$ cat config.mk
export PLATFORM = sky130hd
export DESIGN_NAME = active_expired_priority_scheduler
export DESIGN_NICKNAME = d
export VERILOG_FILES = /design/src/sv/aeps_pkg.sv /design/src/sv/active_expired_priority_scheduler.sv /design/src/sv/aeps_ram.sv /design/src/sv/aeps_ctrl.sv /design/src/sv/aeps_dp.sv
export VERILOG_INCLUDE_DIRS = /design/src /design/src/sv
export SDC_FILE = /design/constraint.sdc
export NUM_CORES = 2
export LEC_CHECK = 0
export BUFFER_PORTS_ARGS = -buffer_cell sky130_fd_sc_hd__buf_2
export CORE_MARGIN = 2
export CORE_UTILIZATION = 30
export CTS_CLUSTER_SIZE = 10
export DETAILED_ROUTE_END_ITERATION = 8
export SYNTH_ARGS = -nofsm -noshare
export SYNTH_HDL_FRONTEND = slang
export SYNTH_SLANG_ARGS = --single-unit
$ cat constraint.sdc
create_clock -name i_clk -period 8.71 [get_ports i_clk]
set_input_delay 1.3065 -clock i_clk [delete_from_list [all_inputs] [get_ports i_clk]]
set_output_delay 1.3065 -clock i_clk [all_outputs]
set_load 0.05 [all_outputs]
$ cat src/sv/assert_macros.svh
// Assertion helpers shared by the scheduler modules.
// In synthesis builds every macro expands to nothing.
`ifndef ASSERT_MACROS_SVH
`define ASSERT_MACROS_SVH

`ifndef SYNTHESIS

// Clocked check that is ignored while reset is asserted (active low).
`define ASSERT_RST(name, clk, rst_n, prop, msg) \
    name: assert property (@(posedge clk) disable iff (!rst_n) prop) else $error(msg);

// Clocked check that also holds during reset.
`define ASSERT_ALWAYS(name, clk, prop, msg) \
    name: assert property (@(posedge clk) prop) else $error(msg);

`else

`define ASSERT_RST(name, clk, rst_n, prop, msg)
`define ASSERT_ALWAYS(name, clk, prop, msg)

`endif

`endif

$ cat src/sv/aeps_pkg.sv
`default_nettype none

package aeps_pkg;

    // Field widths of the item and result beats.
    localparam int TASK_W   = 8;
    localparam int LEVEL_W  = 3;
    localparam int BASE_W   = 4;
    localparam int CFG_W    = 4;
    localparam int STATUS_W = 2;
    // Width used for level arithmetic; holds any level count up to 16.
    localparam int CALC_W   = 5;

    // Operation codes.
    localparam logic OP_ADD  = 1'b0;
    localparam logic OP_TAKE = 1'b1;

    // Result status codes.
    localparam logic [STATUS_W-1:0] ST_OK   = 2'd0;
    localparam logic [STATUS_W-1:0] ST_NONE = 2'd1;
    localparam logic [STATUS_W-1:0] ST_FULL = 2'd2;

    // Levels in use after reset.
    localparam logic [CFG_W-1:0] LEVELS_RESET = 4'd4;

    // Commands from the controller to the datapath.
    typedef struct packed {
        logic capture;  // latch the input beat
        logic exec;     // perform the queue operation
        logic load;     // move the pending result into the output register
    } t_dp_cmd;

endpackage

`default_nettype wire

$ cat src/sv/active_expired_priority_scheduler.sv
// Active/expired multilevel priority scheduler.
// The input beat is captured, executed into a pending result and then loaded into
// the output register. A new item is accepted as the pending result is loaded, not
// while executing; a stalled output holds the result pending and stalls the input.
// Reset (synchronous, active low) clears queue pointers, counts and bank select and
// sets levels_in_use to 4; the slot memory is not cleared and needs no clearing pass.
`default_nettype none

module active_expired_priority_scheduler
    import aeps_pkg::*;
#(
    parameter int MAX_LEVELS  = 8,
    parameter int QUEUE_DEPTH = 16
) (
    input  wire logic                i_clk,
    input  wire logic                i_rst_n,
    // Configuration write channel.
    input  wire logic                i_cfg_valid,
    output logic                     o_cfg_ready,
    input  wire logic [CFG_W-1:0]    i_cfg_data,
    // Input channel.
    input  wire logic                i_valid,
    output logic                     o_stall,
    input  wire logic                i_opcode,
    input  wire logic [TASK_W-1:0]   i_task_id,
    input  wire logic                i_was_running,
    input  wire logic [LEVEL_W-1:0]  i_current_level,
    input  wire logic [BASE_W-1:0]   i_base_level,
    // Output channel.
    output logic                     o_valid,
    input  wire logic                i_stall,
    output logic                     o_task_valid,
    output logic      [TASK_W-1:0]   o_task_out,
    output logic      [LEVEL_W-1:0]  o_new_level,
    output logic                     o_went_expired,
    output logic                     o_banks_swapped,
    output logic      [STATUS_W-1:0] o_status
);

    t_dp_cmd cmd;

    // The register write is always taken.
    assign o_cfg_ready = 1'b1;

    aeps_ctrl u_ctrl (
        .i_clk   (i_clk),
        .i_rst_n (i_rst_n),
        .i_valid (i_valid),
        .o_stall (o_stall),
        .o_valid (o_valid),
        .i_stall (i_stall),
        .o_cmd   (cmd)
    );

    aeps_dp #(
        .MAX_LEVELS  (MAX_LEVELS),
        .QUEUE_DEPTH (QUEUE_DEPTH)
    ) u_dp (
        .i_clk           (i_clk),
        .i_rst_n         (i_rst_n),
        .i_cmd           (cmd),
        .i_cfg_we        (i_cfg_valid),
        .i_cfg_data      (i_cfg_data),
        .i_opcode        (i_opcode),
        .i_task_id       (i_task_id),
        .i_was_running   (i_was_running),
        .i_current_level (i_current_level),
        .i_base_level    (i_base_level),
        .o_task_valid    (o_task_valid),
        .o_task_out      (o_task_out),
        .o_new_level     (o_new_level),
        .o_went_expired  (o_went_expired),
        .o_banks_swapped (o_banks_swapped),
        .o_status        (o_status)
    );

endmodule

`default_nettype wire

$ cat src/sv/aeps_ram.sv
`default_nettype none

module aeps_ram #(
    parameter int WIDTH = 8,
    parameter int DEPTH = 256
) (
    input  wire logic                     i_clk,
    input  wire logic                     i_we,
    input  wire logic [$clog2(DEPTH)-1:0] i_waddr,
    input  wire logic [WIDTH-1:0]         i_wdata,
    input  wire logic                     i_re,
    input  wire logic [$clog2(DEPTH)-1:0] i_raddr,
    output logic      [WIDTH-1:0]         o_rdata
);

    logic [WIDTH-1:0] r_mem [DEPTH];

    // One write port and one registered read port; read data holds between reads.
    always_ff @(posedge i_clk) begin
        if (i_we) begin
            r_mem[i_waddr] <= i_wdata;
        end
        if (i_re) begin
            o_rdata <= r_mem[i_raddr];
        end
    end

endmodule

`default_nettype wire

$ cat src/sv/aeps_ctrl.sv
`default_nettype none

`include "assert_macros.svh"

module aeps_ctrl
    import aeps_pkg::*;
(
    input  wire logic i_clk,
    input  wire logic i_rst_n,
    input  wire logic i_valid,
    output logic      o_stall,
    output logic      o_valid,
    input  wire logic i_stall,
    output t_dp_cmd   o_cmd
);

    localparam logic [1:0] S_IDLE = 2'd0;
    localparam logic [1:0] S_EXEC = 2'd1;
    localparam logic [1:0] S_DONE = 2'd2;

    logic [1:0] r_state;
    logic [1:0] n_state;
    logic       r_out_valid;
    logic       n_out_valid;
    logic       out_free;
    logic       load;
    logic       in_ready;
    logic       accept;

    // The output register can take a result when empty or being drained.
    assign out_free = !r_out_valid || !i_stall;
    assign load     = (r_state == S_DONE) && out_free;
    assign in_ready = (r_state == S_IDLE) || load;
    assign accept   = i_valid && in_ready;

    assign o_stall = !in_ready;
    assign o_valid = r_out_valid;

    assign o_cmd.capture = accept;
    assign o_cmd.exec    = (r_state == S_EXEC);
    assign o_cmd.load    = load;

    // Next-state logic: an execute state, then a done state that hands off the result.
    always_comb begin
        n_state = r_state;
        case (r_state)
            S_IDLE: begin
                if (accept) begin
                    n_state = S_EXEC;
                end
            end
            S_EXEC: begin
                n_state = S_DONE;
            end
            S_DONE: begin
                if (load) begin
                    n_state = accept ? S_EXEC : S_IDLE;
                end
            end
            default: begin
                n_state = S_IDLE;
            end
        endcase
    end

    // Output beat valid flag.
    always_comb begin
        if (load) begin
            n_out_valid = 1'b1;
        end else if (!i_stall) begin
            n_out_valid = 1'b0;
        end else begin
            n_out_valid = r_out_valid;
        end
    end

    always_ff @(posedge i_clk) begin
        if (!i_rst_n) begin
            r_state     <= S_IDLE;
            r_out_valid <= 1'b0;
        end else begin
            r_state     <= n_state;
            r_out_valid <= n_out_valid;
        end
    end

    `ASSERT_RST(a_exec_then_done, i_clk, i_rst_n, r_state == S_EXEC |=> r_state == S_DONE, "execute not followed by done")
    `ASSERT_RST(a_no_accept_busy, i_clk, i_rst_n, (i_valid && !o_stall) |-> (r_state != S_EXEC), "beat accepted while executing")
    `ASSERT_RST(a_out_from_done, i_clk, i_rst_n, $rose(r_out_valid) |-> $past(r_state) == S_DONE, "output valid without a result")

endmodule

`default_nettype wire

$ cat src/sv/aeps_dp.sv
`default_nettype none

`include "assert_macros.svh"

module aeps_dp
    import aeps_pkg::*;
#(
    parameter int MAX_LEVELS  = 8,
    parameter int QUEUE_DEPTH = 16
) (
    input  wire logic                i_clk,
    input  wire logic                i_rst_n,
    input  wire t_dp_cmd             i_cmd,
    input  wire logic                i_cfg_we,
    input  wire logic [CFG_W-1:0]    i_cfg_data,
    input  wire logic                i_opcode,
    input  wire logic [TASK_W-1:0]   i_task_id,
    input  wire logic                i_was_running,
    input  wire logic [LEVEL_W-1:0]  i_current_level,
    input  wire logic [BASE_W-1:0]   i_base_level,
    output logic                     o_task_valid,
    output logic      [TASK_W-1:0]   o_task_out,
    output logic      [LEVEL_W-1:0]  o_new_level,
    output logic                     o_went_expired,
    output logic                     o_banks_swapped,
    output logic      [STATUS_W-1:0] o_status
);

    localparam int NQ    = 2 * MAX_LEVELS;
    localparam int QW    = $clog2(NQ);
    localparam int LW    = (MAX_LEVELS > 1) ? $clog2(MAX_LEVELS) : 1;
    localparam int PW    = $clog2(QUEUE_DEPTH);
    localparam int CW    = $clog2(QUEUE_DEPTH + 1);
    localparam int SLOTS = NQ * QUEUE_DEPTH;
    localparam int AW    = $clog2(SLOTS);
    localparam logic [CALC_W-1:0] MAX_LV = CALC_W'(MAX_LEVELS);

    // Queue number of a level within a bank.
    function automatic logic [QW-1:0] f_queue(input logic bank, input logic [LW-1:0] lvl);
        f_queue = (bank ? QW'(MAX_LEVELS) : '0) + QW'(lvl);
    endfunction

    // Ring pointer advance.
    function automatic logic [PW-1:0] f_next(input logic [PW-1:0] pos);
        f_next = (pos == PW'(QUEUE_DEPTH - 1)) ? '0 : pos + PW'(1);
    endfunction

    // Configuration and captured input beat.
    logic [CFG_W-1:0]   r_levels;
    logic               r_op;
    logic [TASK_W-1:0]  r_task;
    logic               r_run;
    logic [LEVEL_W-1:0] r_cur;
    logic [BASE_W-1:0]  r_base;

    // Queue bookkeeping.
    logic [PW-1:0] r_heads  [NQ];
    logic [PW-1:0] r_tails  [NQ];
    logic [CW-1:0] r_counts [NQ];
    logic          r_bank;

    // Pending result between execute and hand-off.
    logic                r_res_valid;
    logic [LEVEL_W-1:0]  r_res_level;
    logic                r_res_exp;
    logic                r_res_swap;
    logic [STATUS_W-1:0] r_res_status;

    logic [CALC_W-1:0]     top;
    logic [CALC_W-1:0]     cur_sat;
    logic [CALC_W-1:0]     base_m1;
    logic [CALC_W-1:0]     reload;
    logic [CALC_W-1:0]     add_lvl;
    logic                  add_exp;
    logic [MAX_LEVELS-1:0] view0;
    logic [MAX_LEVELS-1:0] view1;
    logic [MAX_LEVELS-1:0] eff_view;
    logic                  act_empty;
    logic                  eff_bank;
    logic                  found;
    logic [LW-1:0]         hi_lvl;
    logic [QW-1:0]         q_sel;
    logic [CW-1:0]         cnt;
    logic                  full;
    logic                  add_wr;
    logic                  add_swap;
    logic [PW-1:0]         pos;
    logic [AW-1:0]         ram_addr;
    logic                  ram_we;
    logic                  ram_re;
    logic [TASK_W-1:0]     ram_rdata;
    logic                  is_take;

    assign is_take = (r_op == OP_TAKE);

    // Highest level in use, with the count clamped to 1..MAX_LEVELS.
    always_comb begin
        if (r_levels == '0) begin
            top = '0;
        end else if (CALC_W'(r_levels) > MAX_LV) begin
            top = MAX_LV - CALC_W'(1);
        end else begin
            top = CALC_W'(r_levels) - CALC_W'(1);
        end
    end

    // Target level of an add: preemption drops a level or reloads into expired; others keep theirs.
    always_comb begin
        cur_sat = (CALC_W'(r_cur) > top) ? top : CALC_W'(r_cur);
        base_m1 = (r_base == '0) ? '0 : CALC_W'(r_base) - CALC_W'(1);
        reload  = (base_m1 > top) ? top : base_m1;
        add_exp = r_run && (cur_sat == '0);
        if (add_exp) begin
            add_lvl = reload;
        end else if (r_run) begin
            add_lvl = cur_sat - CALC_W'(1);
        end else begin
            add_lvl = cur_sat;
        end
    end

    // Non-empty levels of each bank, limited to the levels in use.
    always_comb begin
        for (int l = 0; l < MAX_LEVELS; l++) begin
            view0[l] = (r_counts[l] != '0) && (CALC_W'(l) <= top);
            view1[l] = (r_counts[MAX_LEVELS + l] != '0) && (CALC_W'(l) <= top);
        end
    end

    // Take: swap when the active bank is empty, then pick the highest level.
    always_comb begin
        act_empty = r_bank ? ~|view1 : ~|view0;
        eff_bank  = r_bank ^ act_empty;
        eff_view  = eff_bank ? view1 : view0;
        found     = |eff_view;
        hi_lvl    = '0;
        for (int l = 0; l < MAX_LEVELS; l++) begin
            if (eff_view[l]) begin
                hi_lvl = LW'(l);
            end
        end
    end

    // Queue selection and slot address.
    always_comb begin
        if (is_take) begin
            q_sel = f_queue(eff_bank, hi_lvl);
        end else begin
            q_sel = f_queue(r_bank ^ add_exp, add_lvl[LW-1:0]);
        end
        cnt      = r_counts[q_sel];
        full     = (cnt >= CW'(QUEUE_DEPTH));
        add_wr   = !full;
        add_swap = act_empty && !(add_wr && !add_exp);
        pos      = is_take ? r_heads[q_sel] : r_tails[q_sel];
        ram_addr = AW'(q_sel) * AW'(QUEUE_DEPTH) + AW'(pos);
        ram_we   = i_cmd.exec && !is_take && add_wr;
        ram_re   = i_cmd.exec && is_take && found;
    end

    aeps_ram #(
        .WIDTH (TASK_W),
        .DEPTH (SLOTS)
    ) u_slots (
        .i_clk   (i_clk),
        .i_we    (ram_we),
        .i_waddr (ram_addr),
        .i_wdata (r_task),
        .i_re    (ram_re),
        .i_raddr (ram_addr),
        .o_rdata (ram_rdata)
    );

    // Configuration register.
    always_ff @(posedge i_clk) begin
        if (!i_rst_n) begin
            r_levels <= LEVELS_RESET;
        end else if (i_cfg_we) begin
            r_levels <= i_cfg_data;
        end
    end

    // Input beat capture.
    always_ff @(posedge i_clk) begin
        if (i_cmd.capture) begin
            r_op   <= i_opcode;
            r_task <= i_task_id;
            r_run  <= i_was_running;
            r_cur  <= i_current_level;
            r_base <= i_base_level;
        end
    end

    // Queue pointers, counts and bank select.
    always_ff @(posedge i_clk) begin
        if (!i_rst_n) begin
            for (int q = 0; q < NQ; q++) begin
                r_heads[q]  <= '0;
                r_tails[q]  <= '0;
                r_counts[q] <= '0;
            end
            r_bank <= 1'b0;
        end else if (i_cmd.exec) begin
            if (is_take) begin
                if (found) begin
                    r_heads[q_sel]  <= f_next(r_heads[q_sel]);
                    r_counts[q_sel] <= cnt - CW'(1);
                end
                r_bank <= eff_bank;
            end else begin
                if (add_wr) begin
                    r_tails[q_sel]  <= f_next(r_tails[q_sel]);
                    r_counts[q_sel] <= cnt + CW'(1);
                end
                r_bank <= r_bank ^ add_swap;
            end
        end
    end

    // Pending result.
    always_ff @(posedge i_clk) begin
        if (i_cmd.exec) begin
            if (is_take) begin
                r_res_valid  <= found;
                r_res_level  <= '0;
                r_res_exp    <= 1'b0;
                r_res_swap   <= act_empty;
                r_res_status <= found ? ST_OK : ST_NONE;
            end else begin
                r_res_valid  <= 1'b0;
                r_res_level  <= add_lvl[LEVEL_W-1:0];
                r_res_exp    <= add_exp;
                r_res_swap   <= add_swap;
                r_res_status <= full ? ST_FULL : ST_OK;
            end
        end
    end

    // Output register; the task comes straight from the slot memory read.
    always_ff @(posedge i_clk) begin
        if (i_cmd.load) begin
            o_task_valid    <= r_res_valid;
            o_task_out      <= r_res_valid ? ram_rdata : '0;
            o_new_level     <= r_res_level;
            o_went_expired  <= r_res_exp;
            o_banks_swapped <= r_res_swap;
            o_status        <= r_res_status;
        end
    end

    `ASSERT_RST(a_full_only_add, i_clk, i_rst_n, i_cmd.exec |=> (r_res_status != ST_FULL || r_op == OP_ADD), "full status on a take")
    `ASSERT_RST(a_take_status, i_clk, i_rst_n, (i_cmd.exec && r_op == OP_TAKE) |=> (r_res_valid == (r_res_status == ST_OK)), "take status disagrees with task valid")

endmodule

`default_nettype wire
======== Word-level counts from Yosys, hierarchy flattened ========
Memories as Yosys holds them, arrays and structs flattened. A register that Yosys moved wholly into a read port is not among the register bits.
Cells that the tools add are included.
cells by class
  add/subtract/negate cells ............... 10
  $lt $le $gt $ge ......................... 12
  eq/ne operators ......................... 7
  muxes and demuxes ....................... 56
  bitwise operators ....................... 4
  reductions and logical operators ........ 63
operator list
  kind                                                 number
  nonzero test 5 bit                                   16
  2-to-1 mux 4 bit                                     11
  2-to-1 mux 5 bit                                     6
  logical AND 1 bit                                    25
  2-to-1 mux 1 bit                                     24
  OR reduction 8 bit                                   3
  2-to-1 mux 3 bit                                     7
  <= comparator 3 x 5 -> 1 bit (first input constant)  4
  2-to-1 mux 2 bit                                     6
  <= comparator 1 x 5 -> 1 bit (first input constant)  2
  <= comparator 2 x 5 -> 1 bit (first input constant)  2
  subtractor 4 x 1 -> 5 bit (second input constant)    2
  zero test 1 bit                                      9
  adder 4 x 1 -> 4 bit (second input constant)         2
  adder 4 x 3 -> 4 bit                                 2
  adder 8 x 4 -> 8 bit                                 1
  equality test 4 bit (second input constant)          2
  zero test 4 bit                                      2
  2-to-1 mux 8 bit                                     1
  OR reduction 4 bit                                   2
  != test 2 x 1 -> 1 bit (second input constant)       3
  case mux 2 bit (3 select lines)                      1
  adder 5 x 1 -> 5 bit (second input constant)         1
  >= comparator 5 bit (second input constant)          1
  other kinds (14)                                     17
storage, ports and cells
  flip-flop bits (word level) ............. 49
  memory bits (writable) .................. 2256
  input port bits ......................... 26
  output and inout port bits .............. 19
  logic and storage cells ................. 176
  memories kept ........................... 4
memories
  name                depth  bits a word  rd ports  clocked after Yosys merged registers in  wr ports  line            source
  u_dp.u_slots.r_mem  256    8            1         1                                        1         aeps_ram.sv:16  logic [WIDTH-1:0] r_mem [DEPTH];
  u_dp.r_counts       16     5            17        0                                        16        aeps_dp.sv:59   logic [CW-1:0] r_counts [NQ];
  u_dp.r_heads        16     4            1         0                                        16        aeps_dp.sv:57   logic [PW-1:0] r_heads [NQ];
  u_dp.r_tails        16     4            1         0                                        16        aeps_dp.sv:58   logic [PW-1:0] r_tails [NQ];

======== Longest topological paths before layout ========
An unclocked memory read counts as a cell.
  word-level depth ........................ 29
  mapped depth ............................ 39
  depth with buffers taken out ............ 31

======== Cells and area by module ========
Synthesis repeated with hierarchy kept, for this count alone.
unflattened totals
  cells, all modules ...................... 4996
  area, all modules ....................... 93081.8 µm²
by module, submodules not included
  module                             times used  cells an instance  area each (µm²)  seq. area each (µm²)
  aeps_ram                           1           3733               79636.4          61739.2
  aeps_dp                            1           1244               13274.0          7577.3
  aeps_ctrl                          1           17                 160.2            60.1
  active_expired_priority_scheduler  1           2                  11.3             0.0

======== Worst setup path after synthesis ========
Ideal clock, no wire load.
  kind .................................... flip-flop to flip-flop
  start ................................... reg u_dp.r_levels[0]
  end ..................................... mem u_dp.r_counts[1][3] (netlist name), data pin
  setup time .............................. 266 ps
  data arrival time ....................... 7456 ps
  data required time ...................... 8444 ps
  path slack .............................. 988 ps
  stages on the path, launching flop included .. 38
  path buffers ............................ 11
  clock period less this slack ............ 7722 ps
  path through ............................ dfxtp_1 buf_2 inv_1 ha_1 buf_2 nor2b_1 maj3_1 ha_1 nor2b_1 or3_1 buf_1 a31oi_1 or2_2 ha_1 nand2_1 a311o_1 and2_1 buf_6 [2 not listed] nand3_2 buf_6 buf_2 buf_2 buf_1 clkbuf_1 clkbuf_1 nand2_1 and3_1 a31oi_1 mux2i_1 o21ai_0 ha_1 a21o_1 a21oi_1 xor2_1 clkbuf_1 nor2_1
RTL lines
  element                 line            source
  start, declared         aeps_dp.sv:49   logic [CFG_W-1:0] r_levels;
  start signal, assigned  aeps_dp.sv:179  r_levels <= i_cfg_data;
  end, declared           aeps_dp.sv:59

======== Final worst setup path ========
  start ................................... reg u_dp.r_levels[0]
  end ..................................... reg u_dp.u_slots.o_rdata[4] (read register of u_dp.u_slots.r_mem), data pin
between the ends
  longest elaborated chain between the ends .. 22
  elaborated cells between the ends (all ways) .. 64
  those cells by class .................... add/sub (5); order compare (11); mux (19); bitwise (2); reduce/logical (25); memory (2)
ends and longest elaborated chain
  element                                                                     line                            source
  subtractor 4 x 1 -> 5 bit or greater-than comparator 4 bit (tied branches)  aeps_dp.sv:103, aeps_dp.sv:100
  2-to-1 mux 5 bit                                                            aeps_dp.sv:100                  end else if (CALC_W'(r_levels) > MAX_LV) begin
  2-to-1 mux 5 bit (*)                                                        aeps_dp.sv:98                   if (r_levels == '0) begin
  <= comparator 1 x 5 -> 1 bit (tied with other cells)                        aeps_dp.sv:125, aeps_dp.sv:126
  logical AND 1 bit (on tied branches)                                        aeps_dp.sv:125, aeps_dp.sv:126
  OR reduction 8 bit                                                          aeps_dp.sv:132                  act_empty = r_bank ? ~|view1 : ~|view0;
  zero test 1 bit                                                             aeps_dp.sv:132
  2-to-1 mux 1 bit                                                            aeps_dp.sv:132
  [2 not listed]                                                              n/a
  2-to-1 mux 1 bit                                                            aeps_dp.sv:138                  if (eff_view[l]) begin
  2-to-1 mux 2 bit (2 in series)                                              aeps_dp.sv:138
  2-to-1 mux 3 bit (4 in series)                                              aeps_dp.sv:138
  adder 4 x 3 -> 4 bit                                                        aeps_dp.sv:40                   f_queue = (bank ? QW'(MAX_LEVELS) : '0) + QW'(lvl);
  2-to-1 mux 4 bit                                                            aeps_dp.sv:146                  if (is_take) begin
  memory read (16 x 4 bit) (on tied branches)                                 n/a
  2-to-1 mux 4 bit                                                            aeps_dp.sv:155                  pos = is_take ? r_heads[q_sel] : r_tails[q_sel];
  adder 8 x 4 -> 8 bit                                                        aeps_dp.sv:156                  ram_addr = AW'(q_sel) * AW'(QUEUE_DEPTH) + AW'(pos);
  end, declared                                                               aeps_ram.sv:13                  output logic [WIDTH-1:0] o_rdata
Every way passes the cells marked *; elsewhere a longest branch is shown, timed or not.
A chain may end at the register's enable or synchronous reset.

==> qor.yml <==
clocking:
  cts-buffers-inserted: 286
  clk_pin_slew_ns: 0.05
  clk_latency_ns: 0.95
  clk_path_buf_depth: 4
  clock_sinks: 2313
  cts_tree: "built"
  cts_max_level: 5
  root_buffer: "clkbuf_16"
grt:
  grt_pass1_wl_mm: 412.0
  globalRouteOverflowTotal: 0
  track_usage_pct: 17.33
  grt_max_degree: 193
  grt_pass1_vias: 59480
  antenna_found_initial: 16
placed_design:
  place_ws_ns: -0.2011
  portBuffers: 43
  gp_congestion: 0.9010
  dp_hpwl_mm: 176.2
sta:
  tightest_slew_ns: 1.404
  rsz0062_at_grt: "yes"
  max-slew-margin-rel_pct: 6.185
  fin_skew_ns: 0.06824
  fin_crit_sh_pct: 97.75
  setup_tns_ns: 0
  slew_violations: 0
  setup_viol: 0
  layout_setup_ws_ns: 0.1963
  period_minus_slack_ns: 8.514
  fmax_mhz: 117.5
  hold_viol_final: 0
  fin_hold_ws_ns: 0.4234
yosys:
  synth_enable_flop_cells: 2305
  yosysUniqueCellTypes: 93
  syn-cell-area_mm2: 0.09445
  avgSynthCellArea_um2: 13.28
  synth-seq-cells: 2313
  async_flop_share_pct: 0
  ys_warn_count: 0
  yosysSeqAreaShare_pct: 73.45
  synthCells: 7112
  synth_ff_type: "edfxtp_1"
floorplan:
  coreArea_mm2: 0.3142
  dieArea_mm2: 0.3193
  io_pins: 45
  die_h_um: 565.1
  initial_core_util_pct: 30.06
  placementRows: 206
  die_w_um: 565.1
finish:
  syn_to_final_growth_pct: 16.39
  fillerInstances: 29870
  drive_above_1_share_pct: 12.45
  final_nets: 7448
  finish.utilization_pct: 34.99
route:
  vias: 61690
  drc: 0
  drt-total-wl_mm: 285.7
  drt-pass1-iter-count: 6
  routedWlPerCell_um: 24.57
  dr.first_iter.drc_count: 8040
  viasPerCell: 5.307
  antenna_left: 0
outcome:
  status: "finished, final reports clean"
critical_path:
  crit_type: "flop to flop"
  crit_path_end_kind: "flop"
  cp_max_fo: 10
  crit_slowest_cell: "a2111oi_1"
  arrival_ns: 9.16
  start_kind: "flop"
  crit_required_ns: 9.36
  slowest_delay_ns: 0.68
worst_hold_path:
  hp-class: "flop to flop"
run:
  cap_violations: 0
power:
  ir_worst_vdd_v: 0.0001841
  power_density_mw_per_mm2: 277.9
  p_leak_nw: 36.83
cells in the final DEF, fill, tap and decap left out, types with 23 or more instances in the layout:
master | synthesis | final
a21oi_1 | 174 | 169
a311o_1 | 24 | 24
a311oi_1 | 51 | 49
a31oi_1 | 97 | 97
a32oi_1 | 71 | 71
and2_1 | 25 | 23
and3_1 | 132 | 129
buf_12 | 0 | 54
buf_2 | 172 | 43
buf_4 | 7 | 366
clkbuf_1 | 239 | 34
clkbuf_16 | 0 | 295
edfxtp_1 | 2305 | 2305
mux2_2 | 26 | 26
mux2i_1 | 297 | 296
nand2_1 | 1708 | 1701
nand3_1 | 455 | 454
nand4_1 | 137 | 137
nor2_1 | 502 | 473
nor2_2 | 5 | 30
nor3_1 | 36 | 31
nor4_1 | 52 | 44
o2111ai_1 | 49 | 47
o21ai_0 | 67 | 62
o22ai_1 | 104 | 104
timing repair:
item,in CTS,in global routing
buffers inserted,0,7
setup endpoints to repair,87,1222
pin swaps,0,8
hold buffers,0,0
gates cloned,0,6
gates resized for setup,13,94
Yosys cell counts (all sizes together) (15+ instances only):
library cell | n | share of area, %
a21boi | 18 | 0.14
nor4 | 52 | 0.34
o2111ai | 49 | 0.45
buf | 233 | 1.2
a2111oi | 23 | 0.21
a32oi | 71 | 0.66
a311o | 24 | 0.25
clkbuf | 239 | 0.95
or4 | 18 | 0.15
and3 | 132 | 0.87
nand2 | 1708 | 6.8
nor2 | 508 | 2.0
a211o | 17 | 0.16
a211oi | 19 | 0.16
nor3 | 38 | 0.22
and2 | 25 | 0.17
inv | 19 | 0.076
edfxtp | 2305 | 73
a31oi | 97 | 0.64
a311oi | 51 | 0.47
nand3 | 456 | 2.4
ha | 16 | 0.21
mux2i | 297 | 3.1
o21ai | 75 | 0.41
o22ai | 105 | 0.70
a21oi | 176 | 0.95
mux2 | 27 | 0.33
nand4 | 137 | 0.91
o211ai | 15 | 0.12
logic make-up after synthesis:
family / share of synthesized area, %
DFF: 73.45
xor gates and xnor gates: 0.04637
AOI/OAI and AO/OA: 6.222
buffers and inverters: 2.275
other: 0.007951
muxes: 3.473
and+or+nand+nor: 14.28
adders and majority gates: 0.2437
through the flow:
step	cell area, um^2	std cells	power [mW]
3_3_place_gp	101800	11260	20.20
3_5_place_dp	101800	11260	20.24
4_1_cts	109400	11610	30.39
6_report	109900	11630	30.55
2_1_floorplan	94450	7113	16.87
5_1_grt	109900	11630	31.49
final cells by class:
| cell class | count | area, um^2 | share of cell area [%] |
|---|---|---|---|
| Antenna cell | 2 | 5.005 | 0.004553 |
| Clock buffer | 328 | 7485 | 6.808 |
| Clock inverter | 18 | 128.9 | 0.1172 |
| Inverter | 20 | 75.07 | 0.06829 |
| Multi-Input combinational cell | 4313 | 23480 | 21.36 |
| Sequential cell | 2313 | 69380 | 63.11 |
| Tap cell | 4160 | 5205 | 4.735 |
| Timing Repair Buffer | 471 | 4180 | 3.803 |
final timing paths:
check | start | endpoint | slack, ns | depth (start not counted)
setup / recovery | u_dp.r_levels[0] | u_dp.u_slots.o_rdata[4] | 0.20 | 28
hold / removal | u_dp.r_res_level[1] | u_dp.o_new_level[1] | 0.42 | 0
setup reg to reg | u_dp.r_levels[0] | u_dp.u_slots.o_rdata[4] | 0.20 | 28
hold reg to reg | u_dp.r_res_level[1] | u_dp.o_new_level[1] | 0.42 | 0
state kept, by name, indices dropped and copies added, names as in the netlist, 2 cells and up:
register	count
u_dp.u_slots.r_mem	2048
u_dp.r_res_level	3
u_ctrl.r_state	2
u_dp.o_status	2
u_dp.r_heads	64
u_dp.r_base	4
u_dp.r_cur	3
u_dp.o_task_out	8
u_dp.o_new_level	3
u_dp.r_tails	64
u_dp.u_slots.o_rdata	8
u_dp.r_levels	4
u_dp.r_res_status	2
u_dp.r_counts	80
u_dp.r_task	8
critical path: cells and delay by family (launching register included):
kind,cells,cell delay [ns]
adders and majority gates,4,1.37
DFF,1,0.34
buffers and inverters,4,0.61
AOI/OAI and AO/OA,9,2.23
and+or+nand+nor,11,3.63
metal layers:
| metal | vias up | GRT usage, % | share of wire [%] |
|---|---|---|---|
| met2 | 3255 | 27.17 | 46 |
| li1 | 27100 | - | - |
| met5 | - | 0 | 0.050 |
| met3 | 534 | 4.396 | 10 |
| met4 | 14 | 6.206 | 3.5 |
| met1 | 30790 | 23.19 | 40 |
power by group:
part           internal (mW)  leakage [nW]  switching, mW  total (mW)
combinational           2.31          12.0           5.64        7.96
sequential              12.3          21.1         0.0444        12.4
clock                   5.98          3.72           4.23        10.2
total                   20.6          36.8           9.92        30.6
(Power assumes the default switching activity.)
